$ cat config.mk
export PLATFORM = sky130hd
export DESIGN_NAME = mgf_window
export DESIGN_NICKNAME = d
export VERILOG_FILES = /design/src/sv/mgf_pkg.sv /design/src/sv/mgf_window.sv
export SDC_FILE = /design/constraint.sdc
export NUM_CORES = 1
export LEC_CHECK = 0
export ABC_CLOCK_PERIOD_IN_PS = 17900
export BUFFER_PORTS_ARGS = -buffer_cell sky130_fd_sc_hd__buf_4
export CORE_ASPECT_RATIO = 1.75
export CORE_MARGIN = 2
export CORE_UTILIZATION = 40
export CTS_BUF_LIST = sky130_fd_sc_hd__clkbuf_8
export CTS_CLUSTER_DIAMETER = 150
export CTS_CLUSTER_SIZE = 16
export DETAILED_ROUTE_END_ITERATION = 6
export GPL_ROUTABILITY_DRIVEN = 1
export GPL_TIMING_DRIVEN = 1
export SLEW_MARGIN = 20
export SYNTH_ARGS = -nofsm -noshare
export SYNTH_HDL_FRONTEND = slang
export SYNTH_SLANG_ARGS = --single-unit
$ cat constraint.sdc
create_clock -name i_clk -period 17.9 [get_ports i_clk]
set_clock_uncertainty 0.15 [all_clocks]
set_input_delay 1.79 -clock i_clk [delete_from_list [all_inputs] [get_ports i_clk]]
set_output_delay 1.79 -clock i_clk [all_outputs]
set_load 0.01 [all_outputs]
$ cat src/sv/mgf_pkg.sv
// ----------------------------------------------------------------------------
// mgf_pkg
// Types, constants and min/max helpers shared by the gradient filter modules.
// ----------------------------------------------------------------------------
package mgf_pkg;

    localparam int MAX_WIDTH  = 1024;
    localparam int MAX_HEIGHT = 4096;
    localparam int MAX_RADIUS = 7;
    localparam int WIN_SIDE   = 2 * MAX_RADIUS + 1;
    localparam int LINE_ROWS  = 2 * MAX_RADIUS;
    localparam int TREE_N     = 16;

    localparam int PIX_W      = 8;
    localparam int COL_W      = $clog2(MAX_WIDTH);
    localparam int ROW_W      = $clog2(MAX_HEIGHT);
    localparam int VROW_W     = ROW_W + 1;
    localparam int WID_W      = 11;
    localparam int HGT_W      = 13;
    localparam int RAD_W      = 3;
    localparam int CNT_W      = 23;
    localparam int CFG_IDX_W  = 2;
    localparam int CFG_DATA_W = 13;
    localparam int LINE_BITS  = LINE_ROWS * PIX_W;

    // Register indexes on the configuration port.
    localparam logic [CFG_IDX_W-1:0] CFG_FRAME_WIDTH  = 2'd0;
    localparam logic [CFG_IDX_W-1:0] CFG_FRAME_HEIGHT = 2'd1;
    localparam logic [CFG_IDX_W-1:0] CFG_RADIUS       = 2'd2;

    localparam logic [WID_W-1:0] RESET_WIDTH  = 11'd640;
    localparam logic [HGT_W-1:0] RESET_HEIGHT = 13'd480;
    localparam logic [RAD_W-1:0] RESET_RADIUS = 3'd1;

    // Frame geometry after saturation.
    typedef struct packed {
        logic [COL_W-1:0] w_m1;
        logic [HGT_W-1:0] height;
        logic [RAD_W-1:0] radius;
    } t_geom;

    // One time step of the raster scan as it moves down the pipeline.
    typedef struct packed {
        logic              valid;
        logic [PIX_W-1:0]  pixel;
        logic [COL_W-1:0]  tx;
        logic [VROW_W-1:0] ty;
        logic              emit;
        logic [COL_W-1:0]  rx;
        logic [ROW_W-1:0]  ry;
        logic              last;
    } t_item;

    // Minimum and maximum of a group of pixels.
    typedef struct packed {
        logic [PIX_W-1:0] mn;
        logic [PIX_W-1:0] mx;
    } t_span;

    localparam t_span SPAN_EMPTY = '{mn: '1, mx: '0};

    function automatic t_span span_merge(input t_span a, input t_span b);
        t_span res;
        res.mn = (a.mn < b.mn) ? a.mn : b.mn;
        res.mx = (a.mx > b.mx) ? a.mx : b.mx;
        return res;
    endfunction

    // Balanced tree reduction over sixteen spans.
    function automatic t_span span_reduce(input t_span [TREE_N-1:0] v);
        t_span [TREE_N-1:0] acc;
        acc = v;
        for (int s = TREE_N / 2; s >= 1; s = s >> 1) begin
            for (int i = 0; i < s; i++) begin
                acc[i] = span_merge(acc[2*i], acc[2*i+1]);
            end
        end
        return acc[0];
    endfunction

endpackage

$ cat src/sv/mgf_window.sv
// ----------------------------------------------------------------------------
// mgf_window
// Column span history, horizontal min/max and the result register.
// ----------------------------------------------------------------------------
module mgf_window (
    input  logic                   i_clk,
    input  logic                   i_rst_n,
    input  logic                   i_en,
    input  mgf_pkg::t_geom         i_geom,
    input  mgf_pkg::t_item         i_item,
    input  mgf_pkg::t_span         i_span,
    output logic                   o_valid,
    output logic [31:0]            o_data,
    output logic                   o_last
);
    import mgf_pkg::*;

    t_span [LINE_ROWS-1:0] r_hist;
    logic                  r_valid, r_last;
    logic [PIX_W-1:0]      r_gradient;
    logic [COL_W-1:0]      r_col;
    logic [ROW_W-1:0]      r_row;

    t_span [TREE_N-1:0]    taps;
    t_span                 win;
    logic [WID_W-1:0]      xr;

    assign xr = WID_W'(i_item.rx) + WID_W'(i_geom.radius);

    // Tap d holds the column span of d steps ago, i.e. column x+r-d.
    always_comb begin
        taps = '{default: SPAN_EMPTY};
        for (int d = 0; d < WIN_SIDE; d++) begin
            if (4'(d) <= {i_geom.radius, 1'b0} && WID_W'(d) <= xr &&
                xr <= WID_W'(i_geom.w_m1) + WID_W'(d)) begin
                taps[d] = (d == 0) ? i_span : r_hist[(d == 0) ? 0 : d-1];
            end
        end
        win = span_reduce(taps);
    end

    // History shifts once per time step.
    always_ff @(posedge i_clk) begin
        if (i_en && i_item.valid) begin
            r_hist <= {r_hist[LINE_ROWS-2:0], i_span};
        end
    end

    // Result register.
    always_ff @(posedge i_clk) begin
        if (!i_rst_n) begin
            r_valid <= 1'b0;
        end else if (i_en) begin
            r_valid <= i_item.valid && i_item.emit;
        end
    end

    always_ff @(posedge i_clk) begin
        if (i_en) begin
            r_gradient <= win.mx - win.mn;
            r_col      <= i_item.rx;
            r_row      <= i_item.ry;
            r_last     <= i_item.last;
        end
    end

    assign o_valid = r_valid;
    assign o_data  = {2'b00, r_row, r_col, r_gradient};
    assign o_last  = r_last;

endmodule

==> results list, run 1 <==
- Result of the run: completed
* Number of buffers added by the clock tree synthesis step: 19
- The path class of the tightest hold or removal check is reg2reg.
* Number of vias in the routed layout: 19.93k
- Adding up every negative setup slack in the final design gives 0 ns.
- For this design the total switching power over the nets is 1656 uW.
* Category of the worst setup path launch point: primary input
- Post-synthesis cell count: approximately 2.6k
- Max-Slew Margin vs Limit: approximately 25%
- The first detailed-routing pass ran for 5 iterations.
- Pre-CTS setup slack: 1.626 ns
- The detail route stage leaves a number of antenna-violating nets equal to 0.
- FILL cells: approximately 5.6k
* # IOs: 135
* Top FF cell, synth: edfxtp_1
- Combinational group share of total power: 69.2%
* Initial core utilization: between 40% and 50%
- Final Net Count: about 3.0k
- IR drop worst, VDD: 0.0001788 V
- The startpoint identified for the worst register-to-register timing path is r_hist[149].
- Maximum net fanout on the critical path: 15
- Hold is met by roughly 0.27 ns.
- Clock latency on the worst-skew pair: between 0.6 and 0.7 ns
* Most numerous cell on the critical path: a21oi_1
- Cell variety after synth: ~110
- Relative to the synthesized area, the layout overhead comes to 7.569%.
- On the critical path, the stage with the largest delay is an instance of nor2b_1.
- Start-to-end type of the worst setup path: in2reg
* Number of enable-type register cells in the synthesized netlist: between 200 and 300
* Horizontal extent of the die: about 190 um
- Clock-pin slew was measured on the worst setup and hold paths at 0.15 ns.
- The floorplan step defined a core boundary enclosing 58120 um2.
- Global-route wire length before repair: 109100 um
- Mean instance size in the synthesized netlist: 9.177 um2
* Clock share of power: under 10%
- Wires add up to 69730 um.
- The smallest clock period supported by the final layout is computed as 15.72 ns.
* Post-synth design cell area: approximately 23000 um2
- H-tree levels: 1
- Arrival time at the worst endpoint: about 16 ns
- The initial antenna violation count came to 1.
- Counting flops with an async set or reset pin after synthesis yields a share of 0%.
- The worst register-to-register path ends at r_gradient[7].
- Syn. warnings: 0
* Unrepaired setup endpoints after global routing: no
- The tree built by TritonCTS fans out to ~260 sinks.
* Longest Clk Path Bufs: 3
- The die covers between 60000 and 70000 um2.
- In the final layout, the share of cells above drive strength 1 is 8.798%.
- Cell count of the worst reg-to-reg path: 53
- The number of global-route vias before repair came to roughly 20k.
- Highest Clock Rate: around 64 MHz
- Max-slew violation count: 0
- In this run the core area contains 117 standard-cell rows.
* CP Data Required Time: between 15 and 20 ns
- For this run, the slowest stage of the critical path takes roughly 0.85 ns.
* Share of synthesized area occupied by flip-flops and latches: 32.73%
* Total half-perimeter wirelength after legalization and detailed placement: 54070 um
- Worst-Margin Slew: 1.111 ns
- # Max-Cap Violations: 0
* CP endpoint kind: register
* Wirelength per Cell: between 20 and 25 um
* Leakage power: 0.01061 uW
- Of the total power, the share spent switching nets is 47.26%.
- CTS root buffer: clkbuf_8
- Number of failing setup endpoints in the final timing report: 0
- For this run, design rule violations remaining after detail routing come to 0.
* Setup slack after layout: approximately 2.2 ns
- Sequential cells account for ~22% of the total power.
* End point of the critical path: r_gradient[7]
- Entering global routing, the biggest net connects between 150 and 200 pins.
- Cell count after placement: 3350
- After clock tree synthesis, the flow added hold-fix buffers numbering 0.
- Buffers added to address setup during post-CTS repair amount to 0.
* Worst setup path startpoint: i_geom[2]
- Power per cell area: ~140 nW/um2
* Final Total Pwr: 3504 uW
- Cell Int Power: approximately 1800 uW
* Final-report hold violation count: 0
- Leaving out filler cells and counting taps, the final layout contains 3377.
* Iter 0 DRT Violations: 1393
- Final critical-path share of the clock period: ~88%
* Vertical die dimension: 324.4 um
- TritonCTS clock tree: done
* Congestion Overflow GR: 0
- PortBufs: around 90
* GRT Resource Usage Total: 22.57%
- In the routed layout, each cell is associated on average with a via count of 5.901.
- Counting flops and latches in the post-synthesis netlist gives 256.
* GP Congestion: ~0.96
- FF-to-FF setup slack: just over 7 ns
- After clock tree synthesis, the repair step resized 0 gates.
## metal layers
layer / up-vias / track usage [%] / part of all wire, %
met2: 728 / 41.60 / 51
met1: 9519 / 23.95 / 37
met5: - / 0 / 0
met4: 0 / 15.27 / 7.5
li1: 9425 / - / -
met3: 257 / 2.561 / 5.1
## through the flow
step	cell area, um2	utilization (%)
3_5_place_dp	24940	42.92
3_3_place_gp	24940	42.92
5_1_grt	25230	43.42
6_report	25230	43.42
2_1_floorplan	23460	-
4_1_cts	25230	43.41
## worst min-delay path by stage
stage	from	end	slack, ns	cells after the start
2_1_floorplan	r_hist[89]	r_hist[105]	0.27	0
3_3_place_gp	r_hist[46]	r_hist[62]	0.27	0
3_5_place_dp	r_hist[45]	r_hist[61]	0.28	0
4_1_cts	r_hist[127]	r_hist[143]	0.28	0
5_1_grt	r_hist[90]	r_hist[106]	0.30	0
6_report	r_hist[127]	r_hist[143]	0.27	0
## cell usage in the layout, fill, tap and decap left out, drive strengths merged, types with 25 or more instances in the layout
master,synthesis,final
mux2i,75,75
nand3,68,68
o21ai,136,136
nor3,33,33
buf,31,114
and2,30,30
ha,308,308
edfxtp,255,255
inv,197,204
nor2b,57,57
xnor2,112,112
mux2,30,30
nand4,41,41
and3,25,25
nand2,216,216
o21a,35,35
a21o,55,55
nor2,209,209
o31ai,28,28
nand2b,82,82
a21oi,153,153
## power groups by stage
stage / clock [uW] / sequential [uW] / combinational (uW)
final: 297 / 783 / 2420
after detailed placement: 0 / 797 / 2420
after floorplan: 0 / 801 / 1730
after global placement: 0 / 796 / 2340
after global routing: 327 / 786 / 2690
after CTS: 313 / 783 / 2430
## registers in the layout, summed over array words and instances (netlist names)
signal      cells
o_last          1
r_row          12
o_valid         1
r_gradient      8
r_hist        224
r_col          10
## cell type report
cell class	instances	area, um2	area share (%)
clock buffer	19	261.5	1.036
multi-input combinational	2009	14690	58.20
inverter	198	743.2	2.945
antenna	1	2.502	0.009917
clock inverter	7	26.28	0.1041
timing repair buffer	114	868.3	3.441
tap	773	967.2	3.833
sequential	256	7677	30.43
## cells by family after synthesis
| kind of cell | synth area share, % |
|---|---|
| flops | 32.73 |
| mux | 4.656 |
| simple gates | 17.71 |
| xor+xnor | 5.185 |
| compound gates | 17.59 |
| other cells | 0.01599 |
| fa+ha+maj | 17.20 |
| buf+inv | 4.923 |
## cells in the mapped netlist, types with 31 or more instances
library cell,n,share of area (%)
ha_1,308,16
nor2_1,206,3.3
o21ai_0,125,2.7
xnor2_1,112,4.2
nor3_1,31,0.66
a21o_1,55,1.8
edfxtp_1,255,33
a21oi_1,151,3.2
clkbuf_1,63,1.0
nand2_1,216,3.5
inv_1,190,3.0
nand4_1,41,1.1
o21a_1,35,1.1
nand3_1,67,1.4
nor2b_1,57,1.5
nand2b_1,82,2.2
mux2i_1,75,3.2
## worst max-delay path, delay by kind of cell
kind | cells | cell delay, ns
XOR/XNOR | 3 | 0.89
multiplexers | 1 | 0.23
adder cells (fa/ha/maj) | 7 | 2.08
buffers and inverters | 4 | 0.99
AO/OA/AOI/OAI | 29 | 6.65
AND/OR/NAND/NOR | 18 | 3.23
Power figures use the tool's default switching activity.
==> run 2: changes to the inputs <==
--- a/config.mk
+++ b/config.mk
@@ -9,7 +9,7 @@
 export BUFFER_PORTS_ARGS = -buffer_cell sky130_fd_sc_hd__buf_4
 export CORE_ASPECT_RATIO = 1.75
 export CORE_MARGIN = 2
-export CORE_UTILIZATION = 40
+export CORE_UTILIZATION = 47
 export CTS_BUF_LIST = sky130_fd_sc_hd__clkbuf_8
 export CTS_CLUSTER_DIAMETER = 150
 export CTS_CLUSTER_SIZE = 16
==> run 2 against run 1 <==
Sequential share of layout area increased by 0.17 points; register-to-register slack improved by 0.06 ns; first-iteration DRC count decreased by 11%; utilization increased by 7.3 points; routed wire length increased by 0.12%; setup slack got worse by 0.25 ns; clock-buffer cell count unchanged; cell count decreased by 3.3%; critical path depth decreased by 2; clock power about the same; final area decreased by 0.57%; largest cell class unchanged; largest power group unchanged.
==> results list, run 2 (same netlist as run 1, synthesis figures left out) <==
* Arrival time at the worst endpoint: between 15 and 20 ns
* Longest Clk Path Bufs: 3
* Congestion Overflow GR: 0
- Setup repair after global routing left no endpoint under its margin.
- Final critical-path share of the clock period: 89.21%
* Number of buffers added by the clock tree synthesis step: 19
- Once detail routing completed, the nets flagged for antenna violations numbered 0.
- Clock-pin slew was measured on the worst setup and hold paths at 0.12 ns.
* Commonest cells after routing, fill and taps aside: ha_1, edfxtp_1, nand2_1
* Layout Area Growth over Synthesis: 6.961%
- Buffer count from post-CTS setup fixing: 0
- GP Congestion: 0.9747
- In the routed layout, each cell is associated on average with a via count of ~6.0.
- STA classifies the critical path startpoint as a primary input.
* Highest Clock Rate: 62.62 MHz
- Number of antenna violations at the first check in global routing: 1
- Fraction of final layout cells sized beyond drive strength 1: a little under 9%
- # Max-Cap Violations: 0
- Global routing used 26.76% of the available tracks across all layers.
* Wirelength per Cell: 21.37 um
- The routed layout has 19.56k vias.
- The finished cells cover around 25000 um2.
* Amount of wire on met3 after detailed routing: about 3000 um
* Registers with the most flip-flops: r_hist (224), r_row (12), r_col (10)
- Die Area: slightly above 50000 um2
* Path type of the worst min-delay path: reg2reg
- Max-Slew Margin vs Limit: 31.97%
* Horizontal extent of the die: roughly 170 um
* Core box area: about 49000 um2
- The later pin in the worst-skew pair is clocked with a latency of around 0.60 ns.
* Initial core utilization: 47.43%
* Largest net degree at the start of global routing: 73
- TritonCTS built the clock tree.
* Total half-perimeter wirelength after legalization and detailed placement: about 54000 um
* CP endpoint kind: register
* Maximum net fanout on the critical path: 15
- Clock tree synthesis found a total of approximately 260 sinks.
- Via count of the first global-routing pass: approximately 20k
- Start-to-end type of the worst setup path: in2reg
- For this block, the routed nets add up to roughly 70000 um of wire.
* Iter 0 DRT Violations: roughly 1.2k
- IR analysis of the VDD net gives a maximum drop of ~0.00015 V.
- From bottom edge to top edge, the die measures between 200 and 300 um.
- Summed over all cells, the static leakage comes to ~0.011 uW.
- The root buffer cell chosen for the clock tree is clkbuf_8.
* Max-slew violation count: 0
- Power spread over the standard cell area amounts to 135.3 nW/um2.
- Number of placement rows: between 100 and 150
- For this run, design rule violations remaining after detail routing come to 0.
- The flow ran to the end, and the final reports show no timing, DRC or antenna violations.
- The detailed router put a total of approximately 27000 um of wire on met1.
- Final Net Count: ~3k
* PortBufs: 88
- Post-cts resize count: 0
* Slowest cell on the critical path: nor2b_1
- The smallest clock period supported by the final layout is computed as about 16 ns.
- For the worst setup path, the data required time is between 15 and 20 ns.
* Placed Instance Area: around 25000 um2
- Worst-Margin Slew: between 1 and 1.5 ns
- The number of hold violations in the final report was 0.
- Final-layout setup total negative slack: 0 ns
* Global-route wire length before repair: 109600 um
- Crit path largest cell delay: 0.79 ns
* Reg with most FFs: r_hist
- Uppermost layer routed: met4
- between 100 and 150 I/O pins were placed.
* Hold_buf cts: 0
- Router iterations before antenna repair: 6
- The register with the most flip-flops in the layout has 224 of them.
- Most numerous cell on the critical path: a21oi_1
- FILL cells: between 4k and 5k
- Setup violations remaining at the end of the flow were counted as 0.
* H-tree levels: 1
- Most common cell after layout, fill and taps aside: ha_1
- Met2 Routed Length: approximately 36000 um
-- run 2: worst paths after layout --
kind	cells past startpoint	from	end	slack, ns
setup / recovery	60	i_geom[2]	r_gradient[7]	1.93
hold / removal	0	r_hist[61]	r_hist[77]	0.28
setup reg to reg	47	r_hist[93]	r_gradient[7]	7.29
hold reg to reg	0	r_hist[61]	r_hist[77]	0.28
-- run 2: power by group --
| group | internal, uW | switching (uW) | total (uW) |
|---|---|---|---|
| clock | 98.2 | 197 | 296 |
| combinational | 977 | 1340 | 2320 |
| sequential | 765 | 16.0 | 781 |
-- run 2: metrics by stage --
step	util (%)	cells	hold WS [ns]	power, uW	setup slack [ns]
detailed placement	50.14	3240	0.2763	3105	1.410
finish	50.73	3267	0.2836	3394	1.931
CTS	50.73	3266	0.2824	3414	2.032
global route	50.73	3267	0.3065	3699	0.6606
global placement	50.14	3240	0.2730	3035	1.699
floorplan	-	2557	0.2668	2531	3.371
-- run 2: metal layers --
layer,up-vias,GRT usage [%]
met5,-,0
met4,0,13.92
met3,200,2.968
met2,513,50.71
met1,9409,29.05
li1,9440,-
-- run 2: worst max-delay path: cells and delay by family --
family,cells,cell delay [ns]
AOI/OAI and AO/OA,29,7.01
muxes,1,0.29
adders and majority gates,7,2.20
xor gates and xnor gates,3,0.85
buffers and inverters,3,0.88
and+or+nand+nor,17,3.16
-- run 2: cell type report --
| type | count | area [um2] | share of cell area, % |
|---|---|---|---|
| multi-input combinational | 2009 | 14670 | 58.48 |
| sequential | 256 | 7677 | 30.60 |
| timing repair buffer | 117 | 878.3 | 3.501 |
| tap | 660 | 825.8 | 3.291 |
| inverter | 198 | 743.2 | 2.962 |
| clock buffer | 19 | 261.5 | 1.042 |
| clock inverter | 7 | 30.03 | 0.1197 |
| antenna | 1 | 2.502 | 0.009974 |
==> run 3: changes to the inputs <==
--- a/config.mk
+++ b/config.mk
@@ -5,6 +5,7 @@
 export SDC_FILE = /design/constraint.sdc
 export NUM_CORES = 1
 export LEC_CHECK = 0
+export ABC_AREA = 1
 export ABC_CLOCK_PERIOD_IN_PS = 17900
 export BUFFER_PORTS_ARGS = -buffer_cell sky130_fd_sc_hd__buf_4
 export CORE_ASPECT_RATIO = 1.75
==> run 3 against run 2 <==
Sequential power increased by 2%; die area is 2.7% lower; worst hold slack improved by 0.012 ns; combinational power grew 4%; critical endpoint unchanged.
==> results list, run 3 <==
* IR drop worst, VDD: between 0.0002 and 0.00025 V
- After detailed routing, the average wire length per cell comes to around 17 um.
* Min-Delay Path Depth: 0
* Number of vias in the routed layout: ~20k
- Max-Slew Margin vs Limit: 36.86%
* Layout Area Growth over Synthesis: 6.759%
* # Max-Cap Violations: 0
- Post-synthesis cell count: 3053
- Buffers added to address setup during post-CTS repair amount to 0.
* GP Congestion: about 0.97
* H-tree levels: 1
- The synthesized netlist devotes 27.95% of its cell area to simple gates.
- Terminus of the critical flop-to-flop path: r_gradient[7]
* Fraction of final layout cells sized beyond drive strength 1: approximately 7.6%
- For the pin with the worst max-slew slack, the measured transition is around 0.95 ns.
- The detail route stage leaves a number of antenna-violating nets equal to 0.
* Max FFs per register: roughly 220
- Start-to-end type of the worst setup path: in2reg
- Number of failing setup endpoints in the final timing report: 0
* Mux share of post-synthesis cell area: 0%
- In this run the vertical extent of the chip is between 200 and 300 um.
- Post-synthesis share of cell area spent on xor and xnor gates: around 2.8%
- Counting flops with a built-in enable in the synthesized netlist gives between 200 and 300.
* CP Data Required Time: approximately 18 ns
- Post-synthesis register bit count: between 200 and 300
- Result of the run: completed
* Maximum net fanout on the critical path: 16
- The number of buffers and inverters on the critical path is 13.
- In this design, the stage delay of the slowest critical-path cell is around 0.66 ns.
* Path length in cells of the critical path: between 60 and 70
- Number of placement rows: 106
- Global routing used around a quarter of the available tracks.
* Router iterations before antenna repair: 6
- Core box area: 47880 um2
- Arrival time at the worst endpoint: 14.04 ns
- Post-synth design cell area: 22810 um2
- Launch point of the worst reg-to-reg path: r_hist[3]
- Number of vias per cell after detailed routing: roughly 5.3
- Summed over all failing endpoints, the final setup total negative slack is 0 ns.
- Post-cts resize count: 0
- Highest Clock Rate: slightly above 70 MHz
- TritonCTS clock tree: done
* DRC errors left: 0
- between 100 and 150 I/O pins were placed.
- Main combinational cell family by area after synthesis: simple AND/OR/NAND/NOR gates
- CP endpoint kind: register
- The floorplan step defined a die boundary enclosing ~50000 um2.
* Hold_buf cts: 0
- FF-to-FF setup slack: ~8.6 ns
* Cell count of the worst reg-to-reg path: 45
* Horizontal extent of the die: between 150 and 200 um
- Min Clock Period, post-route: ~14 ns
- The synthesized netlist devotes 17.07% of its cell area to adder and majority cells.
* Initial core utilization: approximately 48%
- Most numerous cell types in the synthesized netlist: nand2_1, nor2_1, inv_1, ha_1, edfxtp_1
- Routed wire length: roughly 64000 um
- Syn. warnings: 0
- Final critical-path share of the clock period: slightly below 80%
- The finished layout holds around 3.8k standard cells, fillers aside.
* Global-route wire length before repair: about 100000 um
- Path type of the worst min-delay path: reg2reg
* Async set-or-reset flop fraction in the synthesized netlist: 0%
- Final Net Count: between 3k and 4k
- Area share of the largest cell type after synthesis: between 30% and 40%
* Worst setup path startpoint: i_geom[25]
- The total overflow left after global routing is 0.
- The largest individual stage delay along the critical path comes from the cell o31ai_1.
* Worst Min Path Start: r_hist[98]
- Clock-pin slew was measured on the worst setup and hold paths at ~0.11 ns.
- Longest Clk Path Bufs: 3
- Most area-hungry cell type in the Yosys netlist: edfxtp_1
- For this design the static power due to leakage is between 0.01 and 0.015 uW.
- Port buffering added 88 buffers.
- The most common cell in the synthesized netlist is nand2_1.
- In this design, the critical path's most frequently occurring cell is nand2_1.
- Most common cell after layout, fill and taps aside: nand2_1
* Total half-perimeter wirelength after legalization and detailed placement: around 50000 um
- The clock reaches the later pin of the worst-skew pair after just under 0.6 ns.
* Registers with the most flip-flops: r_hist (224), r_row (12), r_col (10)
- Iter 0 DRT Violations: between 1k and 1.5k
* Reg with most FFs: r_hist
* End point of the critical path: r_gradient[7]
* Mean instance size in the synthesized netlist: about 7.5 um2
- Sequential elements use between 30% and 40% of the synthesized area.
- Commonest cells after routing, fill and taps aside: nand2_1, nor2_1, inv_1
- Grouping stages by cell kind, the critical path spends the most delay in simple AND/OR/NAND/NOR gates.
- Sinks on the clock net: 256
* Max-slew violation count: 0
- Category of the worst setup path launch point: primary input
* Number of antenna violations at the first check in global routing: 1
- Post-synthesis compound-gate area fraction: 10.91%
* Top FF cell, synth: edfxtp_1
- Largest net degree at the start of global routing: 97
- The root buffer cell chosen for the clock tree is clkbuf_8.
* Cell count after placement: between 3k and 4k
* Unrepaired setup endpoints after global routing: no
- For this design the ratio of total power to cell area is roughly 140 nW/um2.
- Ranked by total cell area, the synthesized netlist is headed by edfxtp_1, ha_1, nand2_1, nor2_1, inv_1.
- Via count of the first global-routing pass: slightly below 20k
* Number of buffers added by the clock tree synthesis step: 19
- Final-report hold violation count: 0
* Cell variety after synth: between 60 and 70
[run 3: stage by stage]
stage          power, uW  hold slack [ns]  util [%]  setup WS, ns  area, um2
6_report            3506           0.2955     50.85         4.029      24350
5_1_grt             3916           0.3023     50.85         2.994      24350
4_1_cts             3529           0.2904     50.82         3.892      24330
3_5_place_dp        3225           0.2768     50.21         3.282      24040
3_3_place_gp        3150           0.2721     50.21         3.532      24040
2_1_floorplan       2620           0.2683         -         6.240      22810
[run 3: worst reg2reg max path, delay by kind of cell (launching register included)]
kind / cells / cell delay (ns)
buffers and inverters: 6 / 0.97
and+or+nand+nor: 20 / 1.81
AOI/OAI and AO/OA: 14 / 4.01
DFF: 1 / 0.36
adders and majority gates: 5 / 1.73
[run 3: report_power, final]
part | internal, uW | total (uW) | leakage (uW) | switching (uW)
Clock | 98.3 | 291 | 0.000169 | 193
Sequential | 781 | 796 | 0.00241 | 14.8
Combinational | 861 | 2420 | 0.00909 | 1560
Total | 1740 | 3510 | 0.0117 | 1770
[run 3: worst min path at each step]
stage / to
after global routing: r_hist[174]
after global placement: r_hist[169]
after detailed placement: r_hist[174]
after CTS: r_hist[174]
after floorplan: r_hist[105]
final: r_hist[114]
[run 3: routing by layer]
layer / global-route usage, % / share of wire, % / up-vias
met1: 27.14 / 38 / 9205
met2: 48.73 / 53 / 477
met5: 0 / 0 / -
met4: 12.61 / 5.4 / 0
li1: - / - / 10208
met3: 2.316 / 3.7 / 178
[run 3: layout make-up]
| type | count | area (um2) |
|---|---|---|
| Antenna cell | 1 | 2.502 |
| Sequential cell | 256 | 7677 |
| Inverter | 371 | 1400 |
| Clock buffer | 19 | 261.5 |
| Timing Repair Buffer | 102 | 763.2 |
| Tap cell | 648 | 810.8 |
| Fill cell | 4755 | 23530 |
| Clock inverter | 7 | 30.03 |
| Multi-Input combinational cell | 2362 | 13400 |
[run 3: logic make-up (layout without fill, tap and decap cells)]
logic type	Yosys count	count (layout)
compound gates	445	445
xor+xnor	72	72
fa+ha+maj	310	310
other cells	1	3
flops	256	256
simple gates	1533	1533
buf+inv	436	499
