===== config.mk =====
export PLATFORM = sky130hd
export DESIGN_NAME = mgf_ctrl
export DESIGN_NICKNAME = d
export VERILOG_FILES = /design/src/sv/mgf_pkg.sv /design/src/sv/mgf_ctrl.sv
export SDC_FILE = /design/constraint.sdc
export NUM_CORES = 1
export LEC_CHECK = 0
export BUFFER_PORTS_ARGS = -buffer_cell sky130_fd_sc_hd__buf_4
export CAP_MARGIN = 20
export CORE_ASPECT_RATIO = 2
export CORE_MARGIN = 3
export CORE_UTILIZATION = 60
export CTS_BUF_LIST = sky130_fd_sc_hd__clkbuf_4 sky130_fd_sc_hd__clkbuf_8
export DETAILED_ROUTE_END_ITERATION = 10
export PLACE_DENSITY = 0.83
export SETUP_SLACK_MARGIN = 0.15
export SLEW_MARGIN = 10
export SYNTH_ARGS = -nofsm -noshare
export SYNTH_HDL_FRONTEND = slang
export SYNTH_SLANG_ARGS = --single-unit

===== constraint.sdc =====
create_clock -name i_clk -period 9.1 [get_ports i_clk]
set_input_delay 1.365 -clock i_clk [delete_from_list [all_inputs] [get_ports i_clk]]
set_output_delay 1.365 -clock i_clk [all_outputs]
set_load 0.01 [all_outputs]

===== src/sv/mgf_pkg.sv =====
// ----------------------------------------------------------------------------
// mgf_pkg
// Types, constants and min/max helpers shared by the gradient filter modules.
// ----------------------------------------------------------------------------
package mgf_pkg;

    localparam int MAX_WIDTH  = 1024;
    localparam int MAX_HEIGHT = 4096;
    localparam int MAX_RADIUS = 7;
    localparam int WIN_SIDE   = 2 * MAX_RADIUS + 1;
    localparam int LINE_ROWS  = 2 * MAX_RADIUS;
    localparam int TREE_N     = 16;

    localparam int PIX_W      = 8;
    localparam int COL_W      = $clog2(MAX_WIDTH);
    localparam int ROW_W      = $clog2(MAX_HEIGHT);
    localparam int VROW_W     = ROW_W + 1;
    localparam int WID_W      = 11;
    localparam int HGT_W      = 13;
    localparam int RAD_W      = 3;
    localparam int CNT_W      = 23;
    localparam int CFG_IDX_W  = 2;
    localparam int CFG_DATA_W = 13;
    localparam int LINE_BITS  = LINE_ROWS * PIX_W;

    // Register indexes on the configuration port.
    localparam logic [CFG_IDX_W-1:0] CFG_FRAME_WIDTH  = 2'd0;
    localparam logic [CFG_IDX_W-1:0] CFG_FRAME_HEIGHT = 2'd1;
    localparam logic [CFG_IDX_W-1:0] CFG_RADIUS       = 2'd2;

    localparam logic [WID_W-1:0] RESET_WIDTH  = 11'd640;
    localparam logic [HGT_W-1:0] RESET_HEIGHT = 13'd480;
    localparam logic [RAD_W-1:0] RESET_RADIUS = 3'd1;

    // Frame geometry after saturation.
    typedef struct packed {
        logic [COL_W-1:0] w_m1;
        logic [HGT_W-1:0] height;
        logic [RAD_W-1:0] radius;
    } t_geom;

    // One time step of the raster scan as it moves down the pipeline.
    typedef struct packed {
        logic              valid;
        logic [PIX_W-1:0]  pixel;
        logic [COL_W-1:0]  tx;
        logic [VROW_W-1:0] ty;
        logic              emit;
        logic [COL_W-1:0]  rx;
        logic [ROW_W-1:0]  ry;
        logic              last;
    } t_item;

    // Minimum and maximum of a group of pixels.
    typedef struct packed {
        logic [PIX_W-1:0] mn;
        logic [PIX_W-1:0] mx;
    } t_span;

    localparam t_span SPAN_EMPTY = '{mn: '1, mx: '0};

    function automatic t_span span_merge(input t_span a, input t_span b);
        t_span res;
        res.mn = (a.mn < b.mn) ? a.mn : b.mn;
        res.mx = (a.mx > b.mx) ? a.mx : b.mx;
        return res;
    endfunction

    // Balanced tree reduction over sixteen spans.
    function automatic t_span span_reduce(input t_span [TREE_N-1:0] v);
        t_span [TREE_N-1:0] acc;
        acc = v;
        for (int s = TREE_N / 2; s >= 1; s = s >> 1) begin
            for (int i = 0; i < s; i++) begin
                acc[i] = span_merge(acc[2*i], acc[2*i+1]);
            end
        end
        return acc[0];
    endfunction

endpackage


===== src/sv/mgf_ctrl.sv =====
// ----------------------------------------------------------------------------
// mgf_ctrl
// Configuration registers, raster scan counters and result scheduling.
// ----------------------------------------------------------------------------
module mgf_ctrl (
    input  logic                           i_clk,
    input  logic                           i_rst_n,
    input  logic                           i_cfg_we,
    input  logic [mgf_pkg::CFG_IDX_W-1:0]  i_cfg_idx,
    input  logic [mgf_pkg::CFG_DATA_W-1:0] i_cfg_data,
    input  logic                           i_accept,
    input  logic                           i_op,
    input  logic [mgf_pkg::PIX_W-1:0]      i_pixel,
    output mgf_pkg::t_geom                 o_geom,
    output mgf_pkg::t_item                 o_item
);
    import mgf_pkg::*;

    logic [WID_W-1:0]  r_width;
    logic [HGT_W-1:0]  r_height;
    logic [RAD_W-1:0]  r_radius;
    logic [CNT_W-1:0]  r_t, n_t;
    logic [COL_W-1:0]  r_tx, n_tx, r_rx, n_rx;
    logic [VROW_W-1:0] r_ty, n_ty;
    logic [ROW_W-1:0]  r_ry, n_ry;
    logic              r_in_done, n_in_done;

    logic [WID_W-1:0]  w_eff;
    logic [HGT_W-1:0]  h_eff;
    logic [COL_W-1:0]  w_m1;
    logic [ROW_W-1:0]  h_m1;
    logic [13:0]       lag;
    logic              advance, emit, last, cfg_hit;

    // Saturated geometry and the fixed result lag.
    always_comb begin
        if (r_width == '0) w_eff = WID_W'(1);
        else if (r_width > WID_W'(MAX_WIDTH)) w_eff = WID_W'(MAX_WIDTH);
        else w_eff = r_width;
        if (r_height == '0) h_eff = HGT_W'(1);
        else if (r_height > HGT_W'(MAX_HEIGHT)) h_eff = HGT_W'(MAX_HEIGHT);
        else h_eff = r_height;
    end

    assign w_m1 = COL_W'(w_eff - WID_W'(1));
    assign h_m1 = ROW_W'(h_eff - HGT_W'(1));
    assign lag  = 14'(r_radius) * 14'(w_eff) + 14'(r_radius);

    // A flush before the frame is complete is a no-op; afterwards every
    // transfer is one step of time.
    assign advance = i_accept && (r_in_done || !i_op);
    assign emit    = r_t >= CNT_W'(lag);
    assign last    = (r_rx == w_m1) && (r_ry == h_m1);
    assign cfg_hit = i_cfg_we && (i_cfg_idx == CFG_FRAME_WIDTH ||
                     i_cfg_idx == CFG_FRAME_HEIGHT || i_cfg_idx == CFG_RADIUS);

    // Next values of the scan and result counters.
    always_comb begin
        n_t       = r_t;
        n_tx      = r_tx;
        n_ty      = r_ty;
        n_rx      = r_rx;
        n_ry      = r_ry;
        n_in_done = r_in_done;
        if (advance) begin
            n_t = r_t + CNT_W'(1);
            if (r_tx == w_m1) begin
                n_tx = '0;
                n_ty = r_ty + VROW_W'(1);
            end else begin
                n_tx = r_tx + COL_W'(1);
            end
            if (!r_in_done && r_tx == w_m1 && r_ty == VROW_W'(h_m1)) begin
                n_in_done = 1'b1;
            end
            if (emit) begin
                if (last) begin
                    n_t       = '0;
                    n_tx      = '0;
                    n_ty      = '0;
                    n_rx      = '0;
                    n_ry      = '0;
                    n_in_done = 1'b0;
                end else if (r_rx == w_m1) begin
                    n_rx = '0;
                    n_ry = r_ry + ROW_W'(1);
                end else begin
                    n_rx = r_rx + COL_W'(1);
                end
            end
        end
    end

    // Register writes restart the frame.
    always_ff @(posedge i_clk) begin
        if (!i_rst_n) begin
            r_width   <= RESET_WIDTH;
            r_height  <= RESET_HEIGHT;
            r_radius  <= RESET_RADIUS;
            r_t       <= '0;
            r_tx      <= '0;
            r_ty      <= '0;
            r_rx      <= '0;
            r_ry      <= '0;
            r_in_done <= 1'b0;
        end else if (cfg_hit) begin
            unique case (i_cfg_idx)
                CFG_FRAME_WIDTH:  r_width  <= i_cfg_data[WID_W-1:0];
                CFG_FRAME_HEIGHT: r_height <= i_cfg_data[HGT_W-1:0];
                CFG_RADIUS:       r_radius <= i_cfg_data[RAD_W-1:0];
                default:          r_radius <= r_radius;
            endcase
            r_t       <= '0;
            r_tx      <= '0;
            r_ty      <= '0;
            r_rx      <= '0;
            r_ry      <= '0;
            r_in_done <= 1'b0;
        end else begin
            r_t       <= n_t;
            r_tx      <= n_tx;
            r_ty      <= n_ty;
            r_rx      <= n_rx;
            r_ry      <= n_ry;
            r_in_done <= n_in_done;
        end
    end

    assign o_geom = '{w_m1: w_m1, height: h_eff, radius: r_radius};

    assign o_item = '{valid: advance, pixel: i_pixel, tx: r_tx, ty: r_ty,
                      emit: emit, rx: r_rx, ry: r_ry, last: last};

endmodule


==> impl_metrics.yaml, run 1 <==
cells_and_area:
  stdcell_area_sq_um: 8570
  final_cell_mix: "nand2_1, buf_4, dfxtp_1"
  fillCellCount: 1074
  num_antenna_cells: 0
  layout_commonest_cell: "nand2_1"
  fin_util_pct: 69.8
  nNetsFinal: 1115
  drive_gt1_share_pct: 13.6
  area_delta_synth_final_pct: 12.2
synth:
  synth_fa_ha_area_share_pct: 10.4
  synth_seq_cells: 96
  synth.distinct_cells: 78
  ys_async_sr_fraction_pct: 0
  synth_compound_area_share_pct: 15.6
  ys.flop_type: "dfxtp_1"
  synth_top_family_by_area: "simple AND/OR/NAND/NOR gates"
  yosysWarningCount: 0
  yosys.area_share.xor_xnor_pct: 10.8
  syn_area_per_cell_sq_um: 7.82
  synth_edf_count: 0
  ys_seq_area_share_pct: 25.2
  synth_cells: 976
  yosys.area_share.simple_pct: 30.6
  synth.area.mux_share_pct: 1.18
  synth_area_sq_um: 7640
  synth_nets: 1061
route:
  vias: 7516
  drc: 0
  wl_per_cell_microns: 19.1
  drt_pass1_iterations: 5
  dr.first_iter.drc_count: 435
  vias_per_cell: 6.36
  routed_wl_mm: 22.6
  drtAntennaViolNets: 0
clock_tree:
  clk_pin_slew_ps: 90
  hold_buffers: 0
  clock_sinks: 96
  cts_tree: "done"
  cts_buffer_depth: 2
  insertion_delay_ps: 380
  numCtsBuffers: 9
  htreeDepth: 3
  cts_setup_buffers: 0
  cts.repair.resized: 0
  clockRootBuffer: "clkbuf_8"
power_and_ir_drop:
  p_seq_share_pct: 45.0
  powerDensity_nw_per_um2: 114
  sw_frac_of_total_pct: 27.8
  power_frac_comb_pct: 17.0
  p_leak_nw: 3.51
  power.switching_mw: 0.272
  vdd_ir_drop_max_mv: 0.102
  p_clk_share_pct: 38.0
  p_int_mw: 0.706
worst_setup_path:
  cp.buffers_inverters: 4
  cp_cell_sequence: "nor4_4, a31oi_1, nor2_1, nand2_1, fa_1, inv_1, fa_1, fa_1, a21o_1, a21oi_1, o21bai_1, a21oi_1, o21bai_1, a41oi_1, a21oi_1, xnor2_1, ha_1, a211oi_1, nand3_1, a31oi_1, and2_0, buf_4, inv_1, buf_4"
  cp.required_ps: 7740
  start_kind: "flip-flop"
  max_stage_delay_ps: 550
  critPathMaxFanout: 14
  critical-path-top-delay-family: "compound AO/OA/AOI/OAI gates"
  slowest_stage: "nor4_4"
  critPathArrivalTime_ps: 6590
  path_class: "flip-flop to primary output"
  crit_path_end_kind: "primary output"
placement:
  hpwlAfterDp_mm: 17.7
  dpl_cell_area_sq_um: 8300
  port_buffers: 93
  gp_congestion: 1.03
sta:
  max_clock_freq_mhz: 126
  finalSetupViolations: 0
  slew_headroom_pct: 42.9
  fin_crit_sh_pct: 87.4
  rsz0062_at_grt: "no"
  worst_pin_slew_ps: 835
  timing.hold.ws_ps: 500
  clock_skew_ps: 8.67
  finalCriticalPeriod_ps: 7950
  hold_viol: 0
  final.setup.tns_ps: 0
  maxSlewViolCount: 0
outcome:
  status: "finished clean"
die:
  die_h_microns: 166
  die_area_sq_um: 14200
  start_util_pct: 62.3
  fp.dieW_microns: 85.8
  core_area_sq_um: 12300
  ioPinCount: 110
  num_rows: 57
grt:
  grt_usage_pct: 31.9
  grt_start_max_net_pins: 34
  overflow: 0
  grt_first_pass_wirelength_mm: 35.8
  grt_pass1_vias: 7330
  grt_antenna_before_repair: 0
flow_run:
  cap_violations: 0
worst_hold_path:
  hold_path.class: "flip-flop to flip-flop"
-- cells in the mapped netlist, types with 5 or more instances --
library cell / count / share of area, %
o21ai_0: 20 / 1.3
nor3b_1: 5 / 0.49
xor2_1: 36 / 4.1
nor4_1: 15 / 1.2
and2_1: 26 / 2.1
nand4_1: 24 / 2.0
a21boi_0: 21 / 2.1
nand2_1: 112 / 5.5
dfxtp_1: 96 / 25
a21o_1: 6 / 0.59
xnor2_1: 51 / 5.8
nor2_1: 94 / 4.6
o211ai_1: 11 / 1.1
ha_1: 46 / 7.5
a31oi_1: 5 / 0.41
inv_1: 52 / 2.6
or3_1: 14 / 1.1
or4_1: 11 / 1.1
mux2i_1: 9 / 1.2
buf_2: 5 / 0.33
a22oi_1: 5 / 0.49
fa_1: 11 / 2.9
nand3_1: 41 / 2.7
clkbuf_1: 36 / 1.8
and3_1: 12 / 0.98
o31ai_1: 6 / 0.59
buf_4: 11 / 1.1
nor2b_1: 25 / 2.0
and4_1: 5 / 0.57
nand2b_1: 9 / 0.74
or2_2: 6 / 0.49
nor3_1: 18 / 1.2
a21oi_1: 39 / 2.6
o2111ai_1: 10 / 1.1
-- cells by family after synthesis --
logic type               after synthesis
XOR/XNOR                              90
buffers and inverters                111
AND/OR/NAND/NOR                      444
flip-flops                            96
AO/OA/AOI/OAI                        169
multiplexers                           9
adder cells (fa/ha/maj)               57
-- layout make-up --
class,count,area (sq um),area share [%]
flip-flops and latches,96,1920,22.4
well taps,147,184,2.15
multi-input cells,769,5240,61.2
inverters,53,199,2.32
clock buffers,9,124,1.45
clock inverters,6,140,1.64
repair buffers,101,758,8.85
-- power groups by stage --
stage	sequential (mW)	combinational [mW]	clock, mW
6_report	0.440	0.167	0.372
5_1_grt	0.441	0.181	0.389
4_1_cts	0.439	0.165	0.378
3_5_place_dp	0.449	0.163	0
3_3_place_gp	0.449	0.161	0
2_1_floorplan	0.441	0.117	0
-- metrics by stage --
step	cells	setup slack, ps	power, mW
global route	1181	642	1.01
finish	1181	1150	0.978
detailed placement	1166	1620	0.611
floorplan	976	2320	0.558
global placement	1166	1770	0.610
CTS	1181	1160	0.981
-- metal layers --
metal,part of all wire (%),GRT usage [%]
met5,0,0
met4,6.3,21.2
met3,5.3,3.77
met2,54,59.7
met1,35,32.3
-- final timing paths --
check                  start  depth (start not counted)          to  slack [ps]
setup reg to reg  r_width[2]                         25     r_t[16]        1810
hold reg to reg       r_t[0]                          2      r_t[0]         500
hold / removal        r_t[0]                          2      r_t[0]         500
setup / recovery  r_width[2]                         24  o_item[23]        1150
-- worst min-delay path, delay by kind of cell, from the launching register on --
kind / cells / cell delay [ps]
flip-flops: 1 / 350
AND/OR/NAND/NOR: 1 / 60
AO/OA/AOI/OAI: 1 / 50
-- flip-flops by register name, indices dropped and copies added, names as in the netlist --
| name | count |
|---|---|
| r_in_done | 1 |
| r_width | 11 |
| r_rx | 10 |
| r_ty | 13 |
| r_ry | 12 |
| r_radius | 3 |
| r_tx | 10 |
| r_height | 13 |
| r_t | 23 |
Power figures use the tool's default switching activity.
==> run 2, diff against run 1 <==
- PLACE_DENSITY: 0.83 -> 0.88
- RECOVER_POWER: default -> 100
==> run 2 against run 1 <==
Compared with the run above: via count fell by 1.4%; register-to-register slack worse by 770 ps; final area shrank 4.2%; non-clock buffer count shrank 1; critical endpoint unchanged.
==> impl_metrics.yaml, run 2 (synthesis results as in run 1) <==
worst_setup_path:
  cp_cell_sequence: "nor4_1, a31oi_1, nor2_1, nand2_1, fa_1, inv_1, fa_1, fa_1, a21o_1, a21oi_1, o21bai_1, a21oi_1, o21bai_1, a41oi_1, a21oi_1, xnor2_1, ha_1, a211oi_1, nand3_1, a31oi_1, and2_0, buf_4, inv_1, clkbuf_1"
  reg2regPathDepth: 24
  setup.worst_path.start: "r_width[7]"
  start_kind: "flip-flop"
  slowest_stage: "nor4_1"
  cp.required_ps: 7740
  critPathArrivalTime_ps: 6720
  critPathMaxFanout: 14
  r2r_start: "r_width[7]"
  cp.buffers_inverters: 4
  critical-path-top-delay-family: "compound AO/OA/AOI/OAI gates"
  max_stage_delay_ps: 680
  path_class: "flip-flop to primary output"
  crit_cells: 24
  crit_path_end_kind: "primary output"
die:
  num_rows: 57
  die_area_sq_um: 14200
  die_h_microns: 166
  start_util_pct: 62.3
  ioPinCount: 110
  fp.dieW_microns: 85.8
  core_area_sq_um: 12300
clock_tree:
  clk_pin_slew_ps: 100
  htreeDepth: 3
  insertion_delay_ps: 390
  cts.repair.resized: 0
  cts_setup_buffers: 0
  cts_tree: "done"
  clock_sinks: 96
  clockRootBuffer: "clkbuf_8"
  hold_buffers: 0
  numCtsBuffers: 9
  cts_buffer_depth: 2
sta:
  max_clock_freq_mhz: 124
  worst_pin_slew_ps: 1170
  final.setup.tns_ps: 0
  finalSetupViolations: 0
  slew_headroom_pct: 21.9
  fin_crit_sh_pct: 88.8
  finalCriticalPeriod_ps: 8080
  hold_viol: 0
  clock_skew_ps: 14.2
  maxSlewViolCount: 0
  rsz0062_at_grt: "no"
flow_run:
  cap_violations: 0
power_and_ir_drop:
  powerDensity_nw_per_um2: 107
  p_int_mw: 0.597
  sw_frac_of_total_pct: 32.1
  vdd_ir_drop_max_mv: 0.0790
  p_leak_nw: 3.18
  p_clk_share_pct: 32.1
  power.switching_mw: 0.282
  power_frac_comb_pct: 18.0
  p_seq_share_pct: 50.0
route:
  vias: 7411
  drc: 0
  dr.first_iter.drc_count: 551
  routed_wl_mm: 22.2
  drt_pass1_iterations: 5
  drtAntennaViolNets: 0
  vias_per_cell: 6.28
  wl_per_cell_microns: 18.8
grt:
  grt_antenna_before_repair: 0
  grt_start_max_net_pins: 34
  overflow: 0
  grt_pass1_vias: 7139
  grt_first_pass_wirelength_mm: 35.0
  grt_usage_pct: 31.4
placement:
  port_buffers: 93
  gp_congestion: 1.05
  hpwlAfterDp_mm: 17.4
cells_and_area:
  layout_commonest_cell: "nand2_1"
  nNetsFinal: 1114
  fin_util_pct: 66.9
  area_delta_synth_final_pct: 7.47
  top_regs: "r_t: 23 flops, r_height: 13 flops, r_ty: 13 flops"
  final_cell_mix: "nand2_1, dfxtp_1, nor2_1"
  num_antenna_cells: 0
  regMostFlops: "r_t"
  drive_gt1_share_pct: 6.48
  largest_register_ffs: 23
worst_hold_path:
  hold_path.class: "flip-flop to flip-flop"
  worstHoldStart: "r_t[0]"
  hold_depth: 2
outcome:
  status: "finished clean"
## run 2: changes by cell type in the layout (fill, tap and decap cells not counted), moves of 2 or more
| cell | delta |
|---|---|
| and2_1 | -2 |
| clkinv_4 | +3 |
| and2_0 | +2 |
| bufinv_16 | -4 |
| buf_4 | -71 |
| clkbuf_1 | +70 |
## run 2: path summary, 6_finish.rpt
| check | end | slack, ps |
|---|---|---|
| min | r_t[0] | 510 |
| min reg2reg | r_t[0] | 510 |
| max | o_item[23] | 1020 |
| max reg2reg | r_ry[9] | 1040 |
## run 2: routing by layer
metal  GRT usage (%)  vias up  part of all wire, %
met5               0        -                    0
met4            20.4        0                  7.0
met3            4.52       95                  5.2
met2            58.3      304                   53
met1            32.1     3475                   35
li1                -     3537                    -
## run 2: final cells by class
class / count / area [sq um]
Multi-Input combinational cell: 769 / 5220
Fill cell: 1116 / 4060
Sequential cell: 96 / 1920
Timing Repair Buffer: 100 / 488
Inverter: 53 / 199
Tap cell: 147 / 184
Clock buffer: 10 / 131
Clock inverter: 6 / 62.6
## run 2: per-stage QoR
| stage | hold slack, ps | area (sq um) | power [mW] | worst slack [ps] | instances |
|---|---|---|---|---|---|
| 2_1_floorplan | 435 | 7640 | 0.558 | 2320 | 976 |
| 3_3_place_gp | 477 | 8300 | 0.607 | 1800 | 1165 |
| 4_1_cts | 504 | 8490 | 0.885 | 1150 | 1181 |
| 5_1_grt | 526 | 8210 | 0.914 | 496 | 1181 |
| 6_report | 507 | 8210 | 0.879 | 1020 | 1181 |
| 3_5_place_dp | 486 | 8300 | 0.610 | 1660 | 1165 |
## run 2: power groups by stage
| stage | logic (mW) | registers (mW) | clock network [mW] |
|---|---|---|---|
| floorplan | 0.117 | 0.441 | 0 |
| detailed placement | 0.162 | 0.448 | 0 |
| global placement | 0.159 | 0.448 | 0 |
| CTS | 0.163 | 0.438 | 0.283 |
| global route | 0.173 | 0.440 | 0.300 |
| finish | 0.158 | 0.439 | 0.282 |
## run 2: worst register-to-register path: stages, from the launching register on
cell and delay (ps):
dfxtp_1 420, nor4_1 680, a31oi_1 250, nor2_1 330, nand2_1 130, fa_1 540
inv_1 50, fa_1 510, fa_1 490, a21o_1 180, a21oi_1 210, o21bai_1 100
a21oi_1 220, o21bai_1 110, a41oi_1 270, a21oi_1 130, xnor2_1 150, ha_1 290
nand3b_1 100, nor3_1 230, a31oi_1 190, a21oi_1 740, nand3_1 790, or4_1 730
a21oi_1 170
==> run 3, diff against run 2 <==
--- a/config.mk
+++ b/config.mk
@@ -13,5 +13,5 @@
 export CTS_BUF_LIST = sky130_fd_sc_hd__clkbuf_4 sky130_fd_sc_hd__clkbuf_8
 export DETAILED_ROUTE_END_ITERATION = 10
-export PLACE_DENSITY = 0.88
+export PLACE_DENSITY = 0.89
 export RECOVER_POWER = 100
 export SETUP_SLACK_MARGIN = 0.15
==> constraint.sdc (replaced) <==
create_clock -name i_clk -period 9.1 [get_ports i_clk]
set_input_delay 2.275 -clock i_clk [delete_from_list [all_inputs] [get_ports i_clk]]
set_output_delay 2.275 -clock i_clk [all_outputs]
set_load 0.01 [all_outputs]
==> run 3 against run 2 <==
Compared with the run above: global-route usage down 0.055 points; setup slack worse by 350 ps; sequential share of layout area down 0.11 points; count of clock-buffer cells in the layout unchanged; critical path depth down 1; critical path type unchanged; critical endpoint unchanged; largest power group unchanged; highest routed layer unchanged.
==> impl_metrics.yaml, run 3 (synthesis results as in run 1) <==
cells_and_area:
  area_delta_synth_final_pct: 7.98
  largest_register_ffs: 23
  stdcell_count: 1186
  regMostFlops: "r_t"
  layout_commonest_cell: "nand2_1"
  fin_util_pct: 67.2
  drive_gt1_share_pct: 6.93
  num_antenna_cells: 0
  top_regs: "r_t: 23 flops, r_height: 13 flops, r_ty: 13 flops"
  nNetsFinal: 1119
  fillCellCount: 1104
  final_cell_mix: "nand2_1, dfxtp_1, nor2_1"
worst_hold_path:
  hold_path.class: "flip-flop to flip-flop"
route:
  vias: 7505
  wl_per_cell_microns: 18.8
  dr.first_iter.drc_count: 516
  drc: 0
  drtAntennaViolNets: 0
  vias_per_cell: 6.33
  drt_pass1_iterations: 5
  routed_wl_mm: 22.3
clock_tree:
  cts_buffer_depth: 2
  htreeDepth: 3
  insertion_delay_ps: 380
  hold_buffers: 0
  clockRootBuffer: "clkbuf_8"
  cts_tree: "done"
  clock_sinks: 96
  clk_pin_slew_ps: 100
  numCtsBuffers: 9
placement:
  port_buffers: 93
  preCtsSetupSlack_ps: 805
  dp_cells: 1167
  hpwlAfterDp_mm: 17.5
  gp_congestion: 0.995
power_and_ir_drop:
  powerDensity_nw_per_um2: 107
  vdd_ir_drop_max_mv: 0.0924
  p_leak_nw: 3.20
sta:
  slew_headroom_pct: 6.15
  worst_pin_slew_ps: 1390
  timing.hold.ws_ps: 505
  fin_crit_sh_pct: 92.6
  finalSetupViolations: 0
  finalCriticalPeriod_ps: 8430
  hold_viol: 0
  setup_slack_ps: 669
  clock_skew_ps: 12.7
  rsz0062_at_grt: "no"
  maxSlewViolCount: 0
  final.setup.tns_ps: 0
  max_clock_freq_mhz: 119
die:
  num_rows: 57
  core_area_sq_um: 12300
  start_util_pct: 62.3
  die_h_microns: 166
  die_area_sq_um: 14200
  ioPinCount: 110
  fp.dieW_microns: 85.8
grt:
  overflow: 0
  grt_pass1_vias: 7223
  grt_antenna_before_repair: 0
  grt_usage_pct: 31.4
  grt_first_pass_wirelength_mm: 35.3
  grt_start_max_net_pins: 35
worst_setup_path:
  max_stage_delay_ps: 560
  critPathArrivalTime_ps: 6160
  cp.buffers_inverters: 3
  path_class: "flip-flop to primary output"
  critPathMaxFanout: 10
  start_kind: "flip-flop"
  crit_path_end_kind: "primary output"
  critical-path-top-delay-family: "compound AO/OA/AOI/OAI gates"
  cp.required_ps: 6830
  slowest_stage: "fa_1"
  cp_cell_sequence: "nor4_4, a31oi_1, nor2_2, nand2_1, fa_1, inv_1, fa_1, fa_1, a21o_1, a21oi_1, o21bai_1, a21oi_1, o21bai_1, a41oi_1, a21oi_1, xnor2_1, ha_1, a211oi_1, nand3_1, a31oi_1, and2_1, inv_1, clkbuf_1"
outcome:
  status: "finished clean"
flow_run:
  cap_violations: 0
[run 3: cell types whose count changed in the layout (fill, tap and decap cells not counted), sizes merged]
cell	previous run	this run
clkinv	5	3
clkbuf	80	82
inv	54	56
buf	30	33
[run 3: path summary, 6_finish.rpt]
kind	slack (ps)	cells past startpoint	to	from
setup / recovery	670	23	o_item[23]	r_width[5]
hold reg to reg	500	2	r_height[11]	r_height[11]
setup reg to reg	800	25	r_in_done	r_width[5]
hold / removal	500	2	r_height[11]	r_height[11]
[run 3: area by class of cell]
type / count / area [sq um] / area share (%)
inverter: 53 / 199 / 2.41
tap: 147 / 184 / 2.23
multi-input combinational: 769 / 5230 / 63.4
clock inverter: 6 / 57.6 / 0.698
clock buffer: 10 / 138 / 1.67
timing repair buffer: 105 / 519 / 6.30
sequential: 96 / 1920 / 23.3
[run 3: repair_timing]
| action | in CTS | in global routing |
|---|---|---|
| setup endpoints to repair | 0 | 1 |
| setup buffers | 0 | 3 |
| resized for setup | 0 | 3 |
[run 3: per-stage QoR]
| step | power [mW] | cell area [sq um] |
|---|---|---|
| floorplan | 0.558 | 7640 |
| global placement | 0.607 | 8300 |
| detailed placement | 0.611 | 8320 |
| CTS | 0.892 | 8520 |
| global route | 0.922 | 8250 |
| finish | 0.886 | 8250 |
[run 3: report_power, final]
group | leakage, nW | internal [mW] | switching [mW]
logic | 2.32 | 0.0640 | 0.0960
registers | 0.776 | 0.426 | 0.0139
clock network | 0.101 | 0.114 | 0.172
[run 3: routing by layer]
metal,track usage [%],vias to the layer above,share of wire [%]
met2,58.4,352,53
met1,31.5,3515,35
met3,4.82,94,5.3
li1,-,3544,-
met4,20.7,0,6.7
met5,0,-,0
[run 3: worst min-delay path, cell delays in order (launching register included)]
cell,delay [ps]
dfxtp_1,340
nand2_1,60
a21boi_0,70
